`src/rtl/core/dpv_pkg.sv`:
```
// dpv_pkg: payload structs, field widths and codes for the depth pixel to voxel block
// no dependencies; imported by every module of the block
`default_nettype none

package dpv_pkg;

  localparam int ROW_W   = 9;
  localparam int COL_W   = 10;
  localparam int DEPTH_W = 16;
  localparam int TRIG_W  = 16;
  localparam int SPAN_W  = 24;
  localparam int VOX_W   = 5;
  localparam int STAT_W  = 2;

  // configuration port
  localparam int CFG_IDX_W  = 3;
  localparam int CFG_DATA_W = 24;

  localparam logic [CFG_IDX_W-1:0] REG_MIN_DEPTH  = 3'd0;
  localparam logic [CFG_IDX_W-1:0] REG_MAX_DEPTH  = 3'd1;
  localparam logic [CFG_IDX_W-1:0] REG_COS_TILT   = 3'd2;
  localparam logic [CFG_IDX_W-1:0] REG_SIN_TILT   = 3'd3;
  localparam logic [CFG_IDX_W-1:0] REG_CAM_HEIGHT = 3'd4;
  localparam logic [CFG_IDX_W-1:0] REG_INV_SPAN_X = 3'd5;
  localparam logic [CFG_IDX_W-1:0] REG_INV_SPAN_Y = 3'd6;
  localparam logic [CFG_IDX_W-1:0] REG_INV_SPAN_Z = 3'd7;

  // result status codes
  localparam logic [STAT_W-1:0] STATUS_RANGE   = 2'd0;
  localparam logic [STAT_W-1:0] STATUS_OUTSIDE = 2'd1;
  localparam logic [STAT_W-1:0] STATUS_HIT     = 2'd2;

  // back-projection arithmetic: image half sizes stay at or below 2048
  localparam int DIFF_W   = 13;  // signed pixel offset from image centre
  localparam int PROD_W   = 30;  // signed depth * offset
  localparam int MAG_W    = 27;  // |depth * offset| < 2^27
  localparam int K_W      = 28;  // signed back-projected coordinate, mm
  localparam int DIV_W    = 13;  // focal length in pixels
  localparam int RECIP_SH = 27;
  localparam int RECIP_W  = 28;

  typedef struct packed {
    logic [ROW_W-1:0]   pix_row;
    logic [COL_W-1:0]   pix_col;
    logic [DEPTH_W-1:0] depth_mm;
  } in_item_t;

  typedef struct packed {
    logic [STAT_W-1:0] status;
    logic [VOX_W-1:0]  vox_x;
    logic [VOX_W-1:0]  vox_y;
    logic [VOX_W-1:0]  vox_z;
    logic [VOX_W-1:0]  grid_row;
  } out_item_t;

  // data that rides alongside the constant divider
  typedef struct packed {
    logic [DEPTH_W-1:0] depth;
    logic               in_range;
  } side_t;

endpackage

`default_nettype wire

```
`src/rtl/core/dpv_kdiv.sv`:
```
// dpv_kdiv: three stage signed division of two lanes by the constant focal length
// depends on dpv_pkg; reciprocal multiply, back-multiply, one-step correction
`default_nettype none

module dpv_kdiv #(
  parameter int DIVISOR = 525
) (
  input  wire                                   clk,
  input  wire                                   rst_n,
  input  wire                                   in_valid,
  output logic                                  in_ready,
  input  wire logic signed [dpv_pkg::PROD_W-1:0] in_py,
  input  wire logic signed [dpv_pkg::PROD_W-1:0] in_px,
  input  wire dpv_pkg::side_t                   in_side,
  output logic                                  out_valid,
  input  wire                                   out_ready,
  output logic signed [dpv_pkg::K_W-1:0]        out_ky,
  output logic signed [dpv_pkg::K_W-1:0]        out_kx,
  output dpv_pkg::side_t                        out_side
);
  import dpv_pkg::*;

  localparam logic [RECIP_W-1:0] RECIP = RECIP_W'((64'd1 << RECIP_SH) / DIVISOR);
  localparam logic [DIV_W-1:0]   DIV_C = DIV_W'(DIVISOR);
  localparam int QF_W = MAG_W + RECIP_W;
  localparam int BF_W = MAG_W + DIV_W;

  // stage 2: magnitude and reciprocal estimate
  logic               v2_r, neg_y2_r, neg_x2_r;
  logic [MAG_W-1:0]   mag_y2_r, mag_x2_r, q_y2_r, q_x2_r;
  side_t              side2_r;
  // stage 3: back-multiply
  logic               v3_r, neg_y3_r, neg_x3_r;
  logic [MAG_W-1:0]   mag_y3_r, mag_x3_r, q_y3_r, q_x3_r;
  logic [MAG_W:0]     bp_y3_r, bp_x3_r;
  side_t              side3_r;
  // stage 4: corrected quotient
  logic               v4_r;
  logic signed [K_W-1:0] ky4_r, kx4_r;
  side_t              side4_r;

  logic             en2, en3, en4;
  logic [MAG_W-1:0] mag_y_c, mag_x_c;
  logic [QF_W-1:0]  qf_y_c, qf_x_c;
  logic [BF_W-1:0]  bf_y_c, bf_x_c;
  logic [MAG_W:0]   rem_y_c, rem_x_c;
  logic [K_W-1:0]   qc_y_c, qc_x_c;

  assign en4      = !v4_r || out_ready;
  assign en3      = !v3_r || en4;
  assign en2      = !v2_r || en3;
  assign in_ready = en2;

  always_comb begin
    mag_y_c = MAG_W'(in_py[PROD_W-1] ? -in_py : in_py);
    mag_x_c = MAG_W'(in_px[PROD_W-1] ? -in_px : in_px);
    qf_y_c  = QF_W'(mag_y_c) * QF_W'(RECIP);
    qf_x_c  = QF_W'(mag_x_c) * QF_W'(RECIP);
    bf_y_c  = BF_W'(q_y2_r) * BF_W'(DIV_C);
    bf_x_c  = BF_W'(q_x2_r) * BF_W'(DIV_C);
    // estimate is low by at most one
    rem_y_c = {1'b0, mag_y3_r} - bp_y3_r;
    rem_x_c = {1'b0, mag_x3_r} - bp_x3_r;
    qc_y_c  = {1'b0, q_y3_r} + K_W'(rem_y_c >= (MAG_W+1)'(DIV_C));
    qc_x_c  = {1'b0, q_x3_r} + K_W'(rem_x_c >= (MAG_W+1)'(DIV_C));
  end

  always_ff @(posedge clk) begin
    if (!rst_n) begin
      v2_r <= 1'b0;
      v3_r <= 1'b0;
      v4_r <= 1'b0;
    end else begin
      if (en2) v2_r <= in_valid;
      if (en3) v3_r <= v2_r;
      if (en4) v4_r <= v3_r;
    end
  end

  always_ff @(posedge clk) begin
    if (en2) begin
      neg_y2_r <= in_py[PROD_W-1];
      neg_x2_r <= in_px[PROD_W-1];
      mag_y2_r <= mag_y_c;
      mag_x2_r <= mag_x_c;
      q_y2_r   <= qf_y_c[RECIP_SH +: MAG_W];
      q_x2_r   <= qf_x_c[RECIP_SH +: MAG_W];
      side2_r  <= in_side;
    end
    if (en3) begin
      neg_y3_r <= neg_y2_r;
      neg_x3_r <= neg_x2_r;
      mag_y3_r <= mag_y2_r;
      mag_x3_r <= mag_x2_r;
      q_y3_r   <= q_y2_r;
      q_x3_r   <= q_x2_r;
      bp_y3_r  <= bf_y_c[MAG_W:0];
      bp_x3_r  <= bf_x_c[MAG_W:0];
      side3_r  <= side2_r;
    end
    if (en4) begin
      ky4_r   <= neg_y3_r ? -$signed(qc_y_c) : $signed(qc_y_c);
      kx4_r   <= neg_x3_r ? -$signed(qc_x_c) : $signed(qc_x_c);
      side4_r <= side3_r;
    end
  end

  assign out_valid = v4_r;
  assign out_ky    = ky4_r;
  assign out_kx    = kx4_r;
  assign out_side  = side4_r;

endmodule

`default_nettype wire

```
`config.mk`:
```
export PLATFORM = sky130hd
export DESIGN_NAME = dpv_kdiv
export DESIGN_NICKNAME = d
export VERILOG_FILES = /design/src/rtl/core/dpv_pkg.sv /design/src/rtl/core/dpv_kdiv.sv
export SDC_FILE = /design/constraint.sdc
export NUM_CORES = 2
export LEC_CHECK = 0
export BUFFER_PORTS_ARGS = -buffer_cell sky130_fd_sc_hd__buf_2
export CORE_ASPECT_RATIO = 1.25
export CORE_MARGIN = 4
export CORE_UTILIZATION = 65
export CTS_CLUSTER_DIAMETER = 60
export CTS_CLUSTER_SIZE = 24
export DETAILED_ROUTE_END_ITERATION = 10
export HOLD_SLACK_MARGIN = 0.08
export PLACE_DENSITY = 0.83
export SYNTH_ARGS = -nofsm -noshare
export SYNTH_HDL_FRONTEND = slang
export SYNTH_SLANG_ARGS = --single-unit
```
`constraint.sdc`:
```
create_clock -name clk -period 22.1 [get_ports clk]
set_input_delay 2.21 -clock clk [delete_from_list [all_inputs] [get_ports clk]]
set_output_delay 2.21 -clock clk [all_outputs]
set_load 0.1 [all_outputs]
```
==> impl_results.md <==
* Clk sinks at approximately 350
* Unique cell type count in the Yosys netlist at 74
* CTS max path bufs at 3
* Initial core utilization at 0.655
* Port bufs at about 150
* DRT Wirelength at slightly below 80000 um
* Fin crit share at 0.460
* Synth warn at 0
* Crit end category: register
* CTS tree: done
* Post-synth EDFFs at 343
* CP Class: in -> reg
* Clock Pin Slew Worst Setup and Hold Paths at 0.09 ns
* Resize count post-CTS at 0
* Worst Hold Class: reg -> reg
* Worst R2R End: out_ky[17]
* Post-synthesis mux area share at 0.00218
* Largest stage delay, worst path at around 0.54 ns
* Die area at 0.0604 sq mm
* Clock root buffer: clkbuf_16
* Drt wl/cell at approximately 18 um
* Worst Hold End: mag_x3_r[6]
* Most common cell after layout, fill and taps aside: inv_1
* Final Hold Fails at 0
* Cells after Synth at roughly 3500
* Worst R2R Start: bp_y3_r[0]
* Fillcell total at slightly below 4000
* Number of global-route vias before repair at roughly 26000
* Post-Synth Adder-Cell Area at 0.413
* Max Fclk at roughly 0.1 GHz
* Layout cells sized above 1 at 0.0713
* Htree depth at 1
* Required @ worst endpoint at about 22 ns
* Routed Antenna Nets at 0
* Avg Vias per Cell at ~5.6
* Crit-path max FO at 11
* Main combinational cell family by area after synthesis: adder cells
* Area grow syn2layout at 7.34%
* Worst setup SP type: input port
* Dpl ws at 11.48 ns
* Placeable core area at 0.0561 sq mm
* Max cap viols at 0
* Via count at 24700
* Net Count, Synth at 4500
* Post-synth ARST share at 0
* TNS Setup at 0 ns
* Total CTS buffers at 22
* Row cnt at 97
* Most frequent cells in the layout: 862 x inv_1, 555 x ha_1, 412 x fa_1
* TritonRoute pass-1 iters at 5
* Initial DRC Count at between 1000 and 1500
* Hold Path Depth at 0
* First-pass GRT wire length at about 130000 um
* Top Ports at between 150 and 200
* Max_slew headroom at 0.283
* Synth Area in Compound Gates at 0.0874
* WP buf/inv at 7
* Hold_sp: mag_x2_r[6]
* Initial antenna violation count at 2
* R2r worst-path depth at 26
* Clk_lat worst skew at 0.56 ns
* Synth Register Bits at about 350
* Worst Clk Skew at a little over 0.03 ns
* Setup slack after layout at 11.93 ns
* Status: completed
* Setup repair after global routing missed its margin: false
* Final setup viols at 0
* Slew @ Worst Pin at ~1.1 ns
* Period minus WS final at just over 10 ns
* Largest net degree at the start of global routing at 74
* Postcts setup bufs at 0
* Gpl congestion at around 0.93
* Mapped Area at 0.0368 sq mm
* Hold buffers post-CTS at 0
* Synth Area in XOR/XNOR at 0.0566
* # nets final at 4685
* Worst path slowest cell: o31ai_1
* Synth Area per Inst at roughly 11 sq um
* Post-Synth Simple-Gate Area at 0.0672
* R2R setup slack at ~15 ns
* Total track usage at 0.264
* DRC errors left at 0
* Die height at 274 um
* Primary FF master, synth: edfxtp_1
* Fin. max-slew vios at 0
* Die X at approximately 220 um
* Seq/Total Area, Yosys at 0.282
* Hpwl dp at between 60000 and 70000 um
* Gr ovfl total at 0
* CP Data Arrival Time at 10.46 ns
* CP delay by family, top: compound AO/OA/AOI/OAI gates
## how the worst max path moves through the flow
stage | from | to | slack (ns) | cells past startpoint
3_5_place_dp | in_py[0] | q_y2_r[17] | 11.48 | 31
6_report | in_py[0] | q_y2_r[17] | 11.93 | 31
2_1_floorplan | in_py[6] | q_y2_r[17] | 12.37 | 26
5_1_grt | in_py[0] | q_y2_r[17] | 11.49 | 31
3_3_place_gp | in_py[0] | q_y2_r[17] | 11.57 | 31
4_1_cts | in_py[0] | q_y2_r[17] | 11.99 | 31
## metrics by stage
| stage | hold slack [ns] | util | instance area [sq um] | cells |
|---|---|---|---|---|
| 3_5_place_dp | 0.405 | 0.691 | 38700 | 4355 |
| 3_3_place_gp | 0.400 | 0.691 | 38700 | 4355 |
| 5_1_grt | 0.427 | 0.704 | 39500 | 4392 |
| 4_1_cts | 0.414 | 0.703 | 39400 | 4390 |
| 2_1_floorplan | 0.400 | - | 36800 | 3452 |
| 6_report | 0.416 | 0.704 | 39500 | 4392 |
## registers in the layout, summed over array words and instances (netlist names), 18 cells and up
name	flops
bp_x3_r	28
bp_y3_r	28
out_kx	28
out_ky	28
mag_x2_r	27
mag_x3_r	27
mag_y2_r	27
mag_y3_r	27
q_x2_r	18
q_y2_r	18
## routing by layer
metal,vias up,global-route usage,wire length [um]
met3,203,0.0282,4640
met4,0,0.102,3370
met5,-,0,0
met1,12000,0.339,30400
met2,720,0.463,39100
li1,11700,-,-
## cell families (layout without fill, tap and decap cells)
logic type / count (synthesis) / count (layout)
other: 0 / 2
XOR/XNOR: 236 / 236
multiplexers: 8 / 8
AO/OA/AOI/OAI: 490 / 490
adder cells (fa/ha/maj): 967 / 967
AND/OR/NAND/NOR: 510 / 510
flip-flops: 346 / 346
buffers and inverters: 895 / 1091
## Yosys cell counts (all sizes together), types with 4 or more instances
| library cell | instances | area [sq um] |
|---|---|---|
| inv | 865 | 3250 |
| ha | 555 | 6940 |
| fa | 412 | 8250 |
| edfxtp | 343 | 10300 |
| xnor2 | 160 | 1400 |
| nand2 | 133 | 499 |
| a21oi | 127 | 636 |
| nor2 | 125 | 469 |
| o21ai | 110 | 551 |
| xor2 | 76 | 681 |
| nor3 | 49 | 245 |
| a21o | 48 | 363 |
| nand3 | 45 | 225 |
| a21boi | 29 | 218 |
| nand2b | 29 | 181 |
| clkbuf | 26 | 97.6 |
| nor2b | 25 | 156 |
| nand4 | 23 | 144 |
| or3 | 22 | 139 |
| o21a | 21 | 158 |
| o31ai | 21 | 176 |
| a31oi | 20 | 125 |
| and3 | 17 | 106 |
| a211oi | 16 | 125 |
| o211ai | 14 | 105 |
| o21bai | 12 | 90.1 |
| or4 | 12 | 90.1 |
| and2 | 9 | 56.3 |
| mux2i | 8 | 80.1 |
| a221oi | 7 | 61.3 |
| a22oi | 7 | 52.6 |
| o22ai | 6 | 37.5 |
| o41ai | 6 | 52.6 |
| a2111oi | 5 | 43.8 |
| and4 | 5 | 46.3 |
| o31a | 5 | 43.8 |
| or2 | 5 | 31.3 |
| a311oi | 4 | 41.3 |
| nor4 | 4 | 25.0 |
| o2111ai | 4 | 35.0 |
## final cells by class
type                       instances  area, sq um  share of cell area
clock buffer                      25          583              0.0148
timing repair buffer             190         1050              0.0266
antenna                            2         5.00            0.000127
inverter                         866         3250              0.0824
tap                              742          928              0.0235
multi-input combinational       2211        23100               0.586
sequential                       346        10400               0.263
clock inverter                    10          138             0.00349
Power is not shown: default switching activity piles up to over one toggle a cycle in this logic, so the estimate is an artifact.
